--- config.mk ---
export PLATFORM = sky130hd
export DESIGN_NAME = takf_controller
export DESIGN_NICKNAME = d
export VERILOG_FILES = /design/src/rtl/takf_pkg.sv /design/src/rtl/takf_controller.sv
export SDC_FILE = /design/constraint.sdc
export NUM_CORES = 1
export LEC_CHECK = 0
export ABC_AREA = 1
export ABC_CLOCK_PERIOD_IN_PS = 2900
export BUFFER_PORTS_ARGS = -buffer_cell sky130_fd_sc_hd__clkbuf_2
export CORE_ASPECT_RATIO = 1.5
export CORE_MARGIN = 3
export CORE_UTILIZATION = 50
export CTS_CLUSTER_DIAMETER = 80
export DETAILED_ROUTE_END_ITERATION = 6
export PLACE_DENSITY = 0.73
export SLEW_MARGIN = 10
export SYNTH_ARGS = -nofsm -noshare
export SYNTH_HDL_FRONTEND = slang
export SYNTH_SLANG_ARGS = --single-unit
--- constraint.sdc ---
create_clock -name clk -period 2.9 [get_ports clk]
set_clock_uncertainty 0.05 [all_clocks]
set_input_delay 0.435 -clock clk [delete_from_list [all_inputs] [get_ports clk]]
set_output_delay 0.435 -clock clk [all_outputs]
set_load 0.02 [all_outputs]
--- src/rtl/takf_pkg.sv ---
// Package: shared types and constants for the tilt angle Kalman filter
package takf_pkg;

    localparam int unsigned DATA_W = 32;
    localparam int unsigned CFG_IDX_W = 3;

    localparam logic [CFG_IDX_W-1:0] REG_SAMPLE_PERIOD = 3'd0;
    localparam logic [CFG_IDX_W-1:0] REG_ANGLE_NOISE   = 3'd1;
    localparam logic [CFG_IDX_W-1:0] REG_BIAS_NOISE    = 3'd2;
    localparam logic [CFG_IDX_W-1:0] REG_MEASURE_NOISE = 3'd3;
    localparam logic [CFG_IDX_W-1:0] REG_OBSERVE_GAIN  = 3'd4;

    // ALU operation codes
    typedef enum logic [2:0] {
        OP_ADD = 3'd0,
        OP_SUB = 3'd1,
        OP_NEG = 3'd2,
        OP_MUL = 3'd3,
        OP_DIV = 3'd4,
        OP_MOV = 3'd5
    } alu_op_t;

    // Register file slots of the datapath
    typedef enum logic [4:0] {
        R_ANG  = 5'd0,  R_BIAS = 5'd1,  R_P00  = 5'd2,  R_P01  = 5'd3,
        R_P10  = 5'd4,  R_P11  = 5'd5,  R_MEAS = 5'd6,  R_RATE = 5'd7,
        R_DT   = 5'd8,  R_QA   = 5'd9,  R_QG   = 5'd10, R_RN   = 5'd11,
        R_C    = 5'd12, R_T0   = 5'd13, R_T1   = 5'd14, R_ERR  = 5'd15,
        R_D0   = 5'd16, R_D1   = 5'd17, R_PC0  = 5'd18, R_PC1  = 5'd19,
        R_E    = 5'd20, R_K0   = 5'd21, R_K1   = 5'd22, R_TT1  = 5'd23,
        R_CR   = 5'd24
    } reg_sel_t;

    typedef struct packed {
        logic     start;
        alu_op_t  op;
        reg_sel_t src_a;
        reg_sel_t src_b;
        reg_sel_t dst;
        logic     load_in;
    } dp_cmd_t;

    typedef struct packed {
        logic busy;
    } dp_status_t;

    // One microcode step: dst = src_a op src_b
    typedef struct packed {
        alu_op_t  op;
        reg_sel_t a;
        reg_sel_t b;
        reg_sel_t d;
    } ucode_t;

    localparam int unsigned PROG_LEN = 33;
    localparam int unsigned PC_W = 6;

    function automatic ucode_t program_step(input logic [PC_W-1:0] pc);
        ucode_t u;
        u = '{OP_MOV, R_T0, R_T0, R_T0};
        case (pc)
            6'd0:  u = '{OP_SUB, R_RATE, R_BIAS, R_T0};
            6'd1:  u = '{OP_MUL, R_T0,   R_DT,   R_T0};
            6'd2:  u = '{OP_ADD, R_ANG,  R_T0,   R_ANG};
            6'd3:  u = '{OP_SUB, R_MEAS, R_ANG,  R_ERR};
            6'd4:  u = '{OP_SUB, R_QA,   R_P01,  R_D0};
            6'd5:  u = '{OP_SUB, R_D0,   R_P10,  R_D0};
            6'd6:  u = '{OP_NEG, R_P11,  R_P11,  R_D1};
            6'd7:  u = '{OP_MUL, R_D0,   R_DT,   R_T0};
            6'd8:  u = '{OP_ADD, R_P00,  R_T0,   R_P00};
            6'd9:  u = '{OP_MUL, R_D1,   R_DT,   R_T0};
            6'd10: u = '{OP_ADD, R_P01,  R_T0,   R_P01};
            6'd11: u = '{OP_ADD, R_P10,  R_T0,   R_P10};
            6'd12: u = '{OP_MUL, R_QG,   R_DT,   R_T0};
            6'd13: u = '{OP_ADD, R_P11,  R_T0,   R_P11};
            6'd14: u = '{OP_MUL, R_C,    R_P00,  R_PC0};
            6'd15: u = '{OP_MUL, R_C,    R_P10,  R_PC1};
            6'd16: u = '{OP_MUL, R_C,    R_PC0,  R_T0};
            6'd17: u = '{OP_ADD, R_RN,   R_T0,   R_E};
            6'd18: u = '{OP_DIV, R_PC0,  R_E,    R_K0};
            6'd19: u = '{OP_DIV, R_PC1,  R_E,    R_K1};
            6'd20: u = '{OP_MUL, R_C,    R_P01,  R_TT1};
            6'd21: u = '{OP_MUL, R_K0,   R_PC0,  R_T0};
            6'd22: u = '{OP_SUB, R_P00,  R_T0,   R_P00};
            6'd23: u = '{OP_MUL, R_K0,   R_TT1,  R_T0};
            6'd24: u = '{OP_SUB, R_P01,  R_T0,   R_P01};
            6'd25: u = '{OP_MUL, R_K1,   R_PC0,  R_T0};
            6'd26: u = '{OP_SUB, R_P10,  R_T0,   R_P10};
            6'd27: u = '{OP_MUL, R_K1,   R_TT1,  R_T0};
            6'd28: u = '{OP_SUB, R_P11,  R_T0,   R_P11};
            6'd29: u = '{OP_MUL, R_K0,   R_ERR,  R_T0};
            6'd30: u = '{OP_ADD, R_ANG,  R_T0,   R_ANG};
            6'd31: u = '{OP_MUL, R_K1,   R_ERR,  R_T0};
            6'd32: u = '{OP_ADD, R_BIAS, R_T0,   R_BIAS};
            default: u = '{OP_MOV, R_T0, R_T0, R_T0};
        endcase
        return u;
    endfunction

    localparam int unsigned LAST_PC = PROG_LEN;

    function automatic logic signed [DATA_W-1:0] sat32(input logic signed [DATA_W+1:0] v);
        logic signed [DATA_W+1:0] hi;
        logic signed [DATA_W+1:0] lo;
        hi = (DATA_W+2)'(signed'({1'b0, {(DATA_W-1){1'b1}}}));
        lo = -hi - (DATA_W+2)'(1);
        if (v > hi)
            return hi[DATA_W-1:0];
        else if (v < lo)
            return lo[DATA_W-1:0];
        else
            return v[DATA_W-1:0];
    endfunction

endpackage

--- src/rtl/takf_controller.sv ---
// Controller: sequences the update program and the stream handshakes
module takf_controller (
    input  logic                     clk,
    input  logic                     rst_n,
    input  logic                     in_valid,
    output logic                     in_ready,
    output logic                     out_valid,
    input  logic                     out_ready,
    output logic                     out_load,
    output takf_pkg::dp_cmd_t        cmd,
    input  takf_pkg::dp_status_t     status
);
    typedef enum logic [3:0] {
        ST_IDLE = 4'b0001,
        ST_RUN  = 4'b0010,
        ST_WAIT = 4'b0100,
        ST_DONE = 4'b1000
    } state_t;

    state_t                          state_reg, state_next;
    logic [takf_pkg::PC_W-1:0]       pc_reg, pc_next;
    logic                            out_valid_reg, out_valid_next;
    takf_pkg::ucode_t                u;

    assign u = takf_pkg::program_step(pc_reg);

    always_comb
    begin
        state_next     = state_reg;
        pc_next        = pc_reg;
        out_valid_next = out_valid_reg;
        cmd            = '{1'b0, u.op, u.a, u.b, u.d, 1'b0};
        in_ready       = 1'b0;
        out_load       = 1'b0;
        if (out_valid_reg && out_ready)
            out_valid_next = 1'b0;
        case (state_reg)
            ST_IDLE:
            begin
                in_ready = 1'b1;
                if (in_valid)
                begin
                    cmd.load_in = 1'b1;
                    pc_next     = '0;
                    state_next  = ST_RUN;
                end
            end
            ST_RUN:
            begin
                cmd.start = 1'b1;
                if (u.op == takf_pkg::OP_DIV)
                    state_next = ST_WAIT;
                else if (pc_reg == takf_pkg::PC_W'(takf_pkg::LAST_PC - 1))
                    state_next = ST_DONE;
                else
                    pc_next = pc_reg + takf_pkg::PC_W'(1);
            end
            ST_WAIT:
            begin
                if (!status.busy)
                begin
                    pc_next    = pc_reg + takf_pkg::PC_W'(1);
                    state_next = ST_RUN;
                end
            end
            ST_DONE:
            begin
                if (!out_valid_reg || out_ready)
                begin
                    out_load       = 1'b1;
                    out_valid_next = 1'b1;
                    state_next     = ST_IDLE;
                end
            end
            default: state_next = ST_IDLE;
        endcase
    end

    always_ff @(posedge clk or negedge rst_n)
    begin
        if (!rst_n)
        begin
            state_reg     <= ST_IDLE;
            pc_reg        <= '0;
            out_valid_reg <= 1'b0;
        end
        else
        begin
            state_reg     <= state_next;
            pc_reg        <= pc_next;
            out_valid_reg <= out_valid_next;
        end
    end

    assign out_valid = out_valid_reg;
endmodule

Yosys cells after proc, flatten, opt, wreduce, memory -nomap -nowiden
Memories as Yosys holds them, arrays and structs flattened.
Index checks and enable logic that the tools add are counted.
Word-level totals
  input bits: 5
  logic and storage cells: 43
  output and inout bits: 23
  bits in registers: 11
  bits in read-only memories: 1152
  memories kept: 1
Operators by class
  reductions and logical operators: 6
  $add $sub $neg: 1
  equal/unequal tests: 12
  muxes and demuxes: 20
Memories
  (no name shown): words 64, width 18, read ports 1, clocked after memory_dff 0, write ports 0, line takf_pkg.sv:61  | case (pc)
Operators by type and width (number)
  2-to-1 mux 6 bit: 4
  2-to-1 mux 4 bit: 5
  one-hot mux 6 bit (3 select lines): 1
  one-hot mux 4 bit (4 select lines): 1
  inequality test 2 bit (second input constant): 5
  2-to-1 mux 1 bit: 9
  adder 6 x 1 -> 6 bit (second input constant): 1
  == test 6 bit (second input constant): 1
  AND reduction 5 bit: 1
  == test 4 x 1 -> 1 bit (second input constant): 1
  == test 4 x 2 -> 1 bit (second input constant): 1
  == test 4 x 3 -> 1 bit (second input constant): 1
  == test 4 bit (second input constant): 1
  AND reduction 4 bit: 1
  == test 3 bit (second input constant): 1
  inequality test 3 bit (second input constant): 1
  nonzero test 3 bit: 1
  logical AND 1 bit: 1
  zero test 1 bit: 1
  logical OR 1 bit: 1

Depth between registers and ports, before layout
  word-level depth: 4
  mapped depth: 10
  gate-level depth less buffers: 10

Worst setup path after synthesis
Ideal clock, no wire load.
  path kind: register to output
  from: reg pc_reg[0] in the netlist's numbering
  to: out cmd[12] in the netlist's numbering
  cell stages (with the launch flop): 6
  data arrival time: 1.879 ns
  setup slack: 0.536 ns
  path buffers: 0
  data required time: 2.415 ns
  path through: dfrtp_1 inv_1 ha_1 nor2_1 nor2_1 nor4_1
RTL lines
  start, declared: line takf_controller.sv:21  | logic [takf_pkg::PC_W-1:0] pc_reg, pc_next;
  start signal, assigned: line takf_controller.sv:90  | pc_reg <= pc_next;
  end, declared: line takf_controller.sv:10  | output takf_pkg::dp_cmd_t cmd,

==> flow_summary.toml <==
[grt]
grt_pass1_vias = 1621
grt_overflow_total = 0
antenna_found_initial = 0
grt_pass1_wl_mm = 7.307
gr-usage-all-layers_pct = 26.10
grt_max_degree = 23

[drt]
dr.pass1.iters = 5
routed_wl_mm = 4.337
drc = 0
wl_met1_mm = 1.618
vias_per_cell = 5.600
route.top_layer_used = "met4"
drtIter0Drc = 77
dr_wl_met2_mm = 2.209
ant_nets = 0
avgRoutedWirePerCell_um = 14.22
wl_met3_um = 246
vias = 1708

[power_and_ir_drop]
p_total_mw = 1.053
pwr-share-comb_pct = 64.8
p_clk_share_pct = 14.2
ir_drop_mv = 0.3708
cellPowerDensity_mw_per_mm2 = 626.7
p_seq_share_pct = 21.0
switchingPower_mw = 0.5636
p_leak_nw = 0.8974
internal_power_mw = 0.4895
swShare_pct = 53.52

[cts]
clock_sinks = 11
numCtsBuffers = 3
h-tree-depth = 1
tritoncts = "done"
cts_setup_buffers = 0
clk_pin_slew_ns = 0.05
clk_path_buf_depth = 2
cts-root-buf = "clkbuf_8"
cts_hold_buf = 0
insertion_delay_ns = 0.24
ctsResizeCount = 0

[synth]
yosysTopAreaCellShare_pct = 17.04
synth_seq_area_share_pct = 18.82
synthCells = 241
ys_types = 35
ys_seq_elements = 11
netlist_area_mm2 = 0.001469
synth_area_leaders = "dfrtp_1, nand2_1, nor2_1, ha_1, nand3_1"
syn_area_per_cell_um2 = 6.095
synth_top_area_cell = "dfrtp_1"
ys_warn_count = 0
syn-num-nets = 255

[sta]
max_slew_margin_pct = 73.47
max_freq_ghz = 0.3789
finalSetupTns_ns = 0
hold_viol_final = 0
tightest_slew_ns = 0.3980
timing.final.crit_share_pct = 91.00
setup_viol = 0
period_minus_slack_ns = 2.639
drv_slew = 0
rsz0062_at_grt = "false"

[floorplanning]
dieWidth_um = 50.26
initial_utilization_pct = 53.73
ioPinCount = 28
rows = 23
dieHeight_um = 72.39
dieArea_mm2 = 0.003638
coreArea_mm2 = 0.002734

[critical_path]
cp-end-kind = "primary output"
crit_fanout = 10
r2r-end = "pc_reg[5]$_DFFE_PN0P_"
timing.rr.start = "pc_reg[0]$_DFFE_PN0P_"
crit_required_ns = 2.41
cp-start-kind = "register"
reg2reg_depth = 10
ff2ff_setup_slack_ns = 0.69
critPathLaunch = "pc_reg[0]$_DFFE_PN0P_"
arrival_ns = 2.15
critical_path_class = "reg2out"

[final_layout]
drive_above_1_share_pct = 20.15
fillers = 294
largest_reg_flops = 6
area_growth_pct = 14.40
fin_nets = 283
diodes = 0

[placement]
place_congestion = 0.9884
portBuffers = 27
dpl.hpwl_mm = 3.514

[flow_run]
cap_violations = 0

[worst_hold_path]
hp-class = "in2async"

[status]
status = "finished, final reports clean"
[per-layer routing]
layer	vias to the layer above	GRT usage (%)
li1	855	-
met1	760	30.52
met2	74	45.20
met3	19	1.643
met4	0	16.92
met5	-	0
[critical path, stage by stage (launching register included)]
cell and delay, ns:
dfrtp_1 0.50, inv_1 0.23, ha_1 0.36, nor2_1 0.21, nor2_1 0.11, nor4_1 0.29
clkbuf_2 0.22
[final cells by class]
cell class | count | area, um^2 | share of cell area, %
Multi-Input combinational cell | 191 | 1031 | 61.36
Inverter | 31 | 116.4 | 6.925
Timing Repair Buffer | 31 | 165.2 | 9.829
Clock buffer | 4 | 45.04 | 2.681
Tap cell | 37 | 46.29 | 2.755
Sequential cell | 11 | 276.5 | 16.46
[logic make-up (layout without fill, tap and decap cells)]
kind of cell | Yosys count | count (layout) | synth area share, %
AND/OR/NAND/NOR | 141 | 141 | 44.63
AO/OA/AOI/OAI | 39 | 39 | 16.70
buffers and inverters | 39 | 66 | 10.99
flip-flops | 11 | 11 | 18.82
adder cells (fa/ha/maj) | 9 | 9 | 7.666
XOR/XNOR | 2 | 2 | 1.193
[synth_stat cells]
cell and count:
ha_1 9, clkinv_1 1, o31ai_1 1, a221oi_1 1
nor3_1 2, a211oi_1 2, o21ai_0 12, a21oi_1 6
nand3_1 19, a31oi_1 2, nand2_2 1, nor2_2 5
a311oi_1 1, xor2_1 2, nor3_4 2, dfstp_2 1
nor4_1 1, o21ai_1 1, nand4_1 2, nor2_1 36
dfrtp_1 10, buf_4 2, nor2_4 1, nand3b_1 2
nand2_1 66, nand2_4 1, o2111ai_1 2, o211ai_1 7
o221ai_1 1, inv_2 6, buf_2 6, o22ai_1 3
nand4_4 1, nand3_2 2, inv_1 24
[layout by cell type, fill, tap and decap left out]
cell type  instances
o211ai_1           7
inv_2              6
nand2_1           66
o221ai_1           1
clkbuf_8           3
buf_4              4
clkinv_1           1
nand2_4            1
nor2_2             5
xor2_1             2
nor4_1             1
nand4_4            1
clkbuf_1           1
o2111ai_1          2
dfstp_2            1
nand3b_1           2
nand3_2            2
nor2_4             1
a21oi_1            6
o31ai_1            1
a211oi_1           2
nand4_1            2
o22ai_1            3
nor3_1             2
a311oi_1           1
o21ai_1            1
a221oi_1           1
nand3_1           19
nor2_1            36
nor3_4             2
a31oi_1            2
clkbuf_2          27
nand2_2            1
dfrtp_1           10
o21ai_0           12
inv_1             24
ha_1               9
[power by group through the flow]
stage,Sequential [mW],Clock (mW),Combinational [mW]
after floorplan,0.212,0,0.502
after global placement,0.221,0,0.685
after global routing,0.226,0.166,0.766
final,0.221,0.150,0.682
after detailed placement,0.222,0,0.682
after CTS,0.220,0.158,0.684
[how the worst max path moves through the flow]
stage / end / cells after the start
floorplan: cmd[12] / 5
global placement: cmd[12] / 6
detailed placement: cmd[12] / 6
CTS: cmd[12] / 6
global route: cmd[12] / 6
finish: cmd[12] / 6
[per-stage QoR]
stage               hold slack [ns]  setup WS, ns  cells  utilization (%)  cell area, um^2
global route                0.01106       0.07148    305            61.46             1680
CTS                         0.01006        0.2601    305            61.46             1680
floorplan                   0.08941        0.5357    241                -             1469
detailed placement           0.2685        0.5294    301            59.82             1635
global placement             0.2678        0.6050    301            59.82             1635
finish                     0.007226        0.2610    305            61.46             1680
Note: power is estimated with default switching activity, not from simulation.
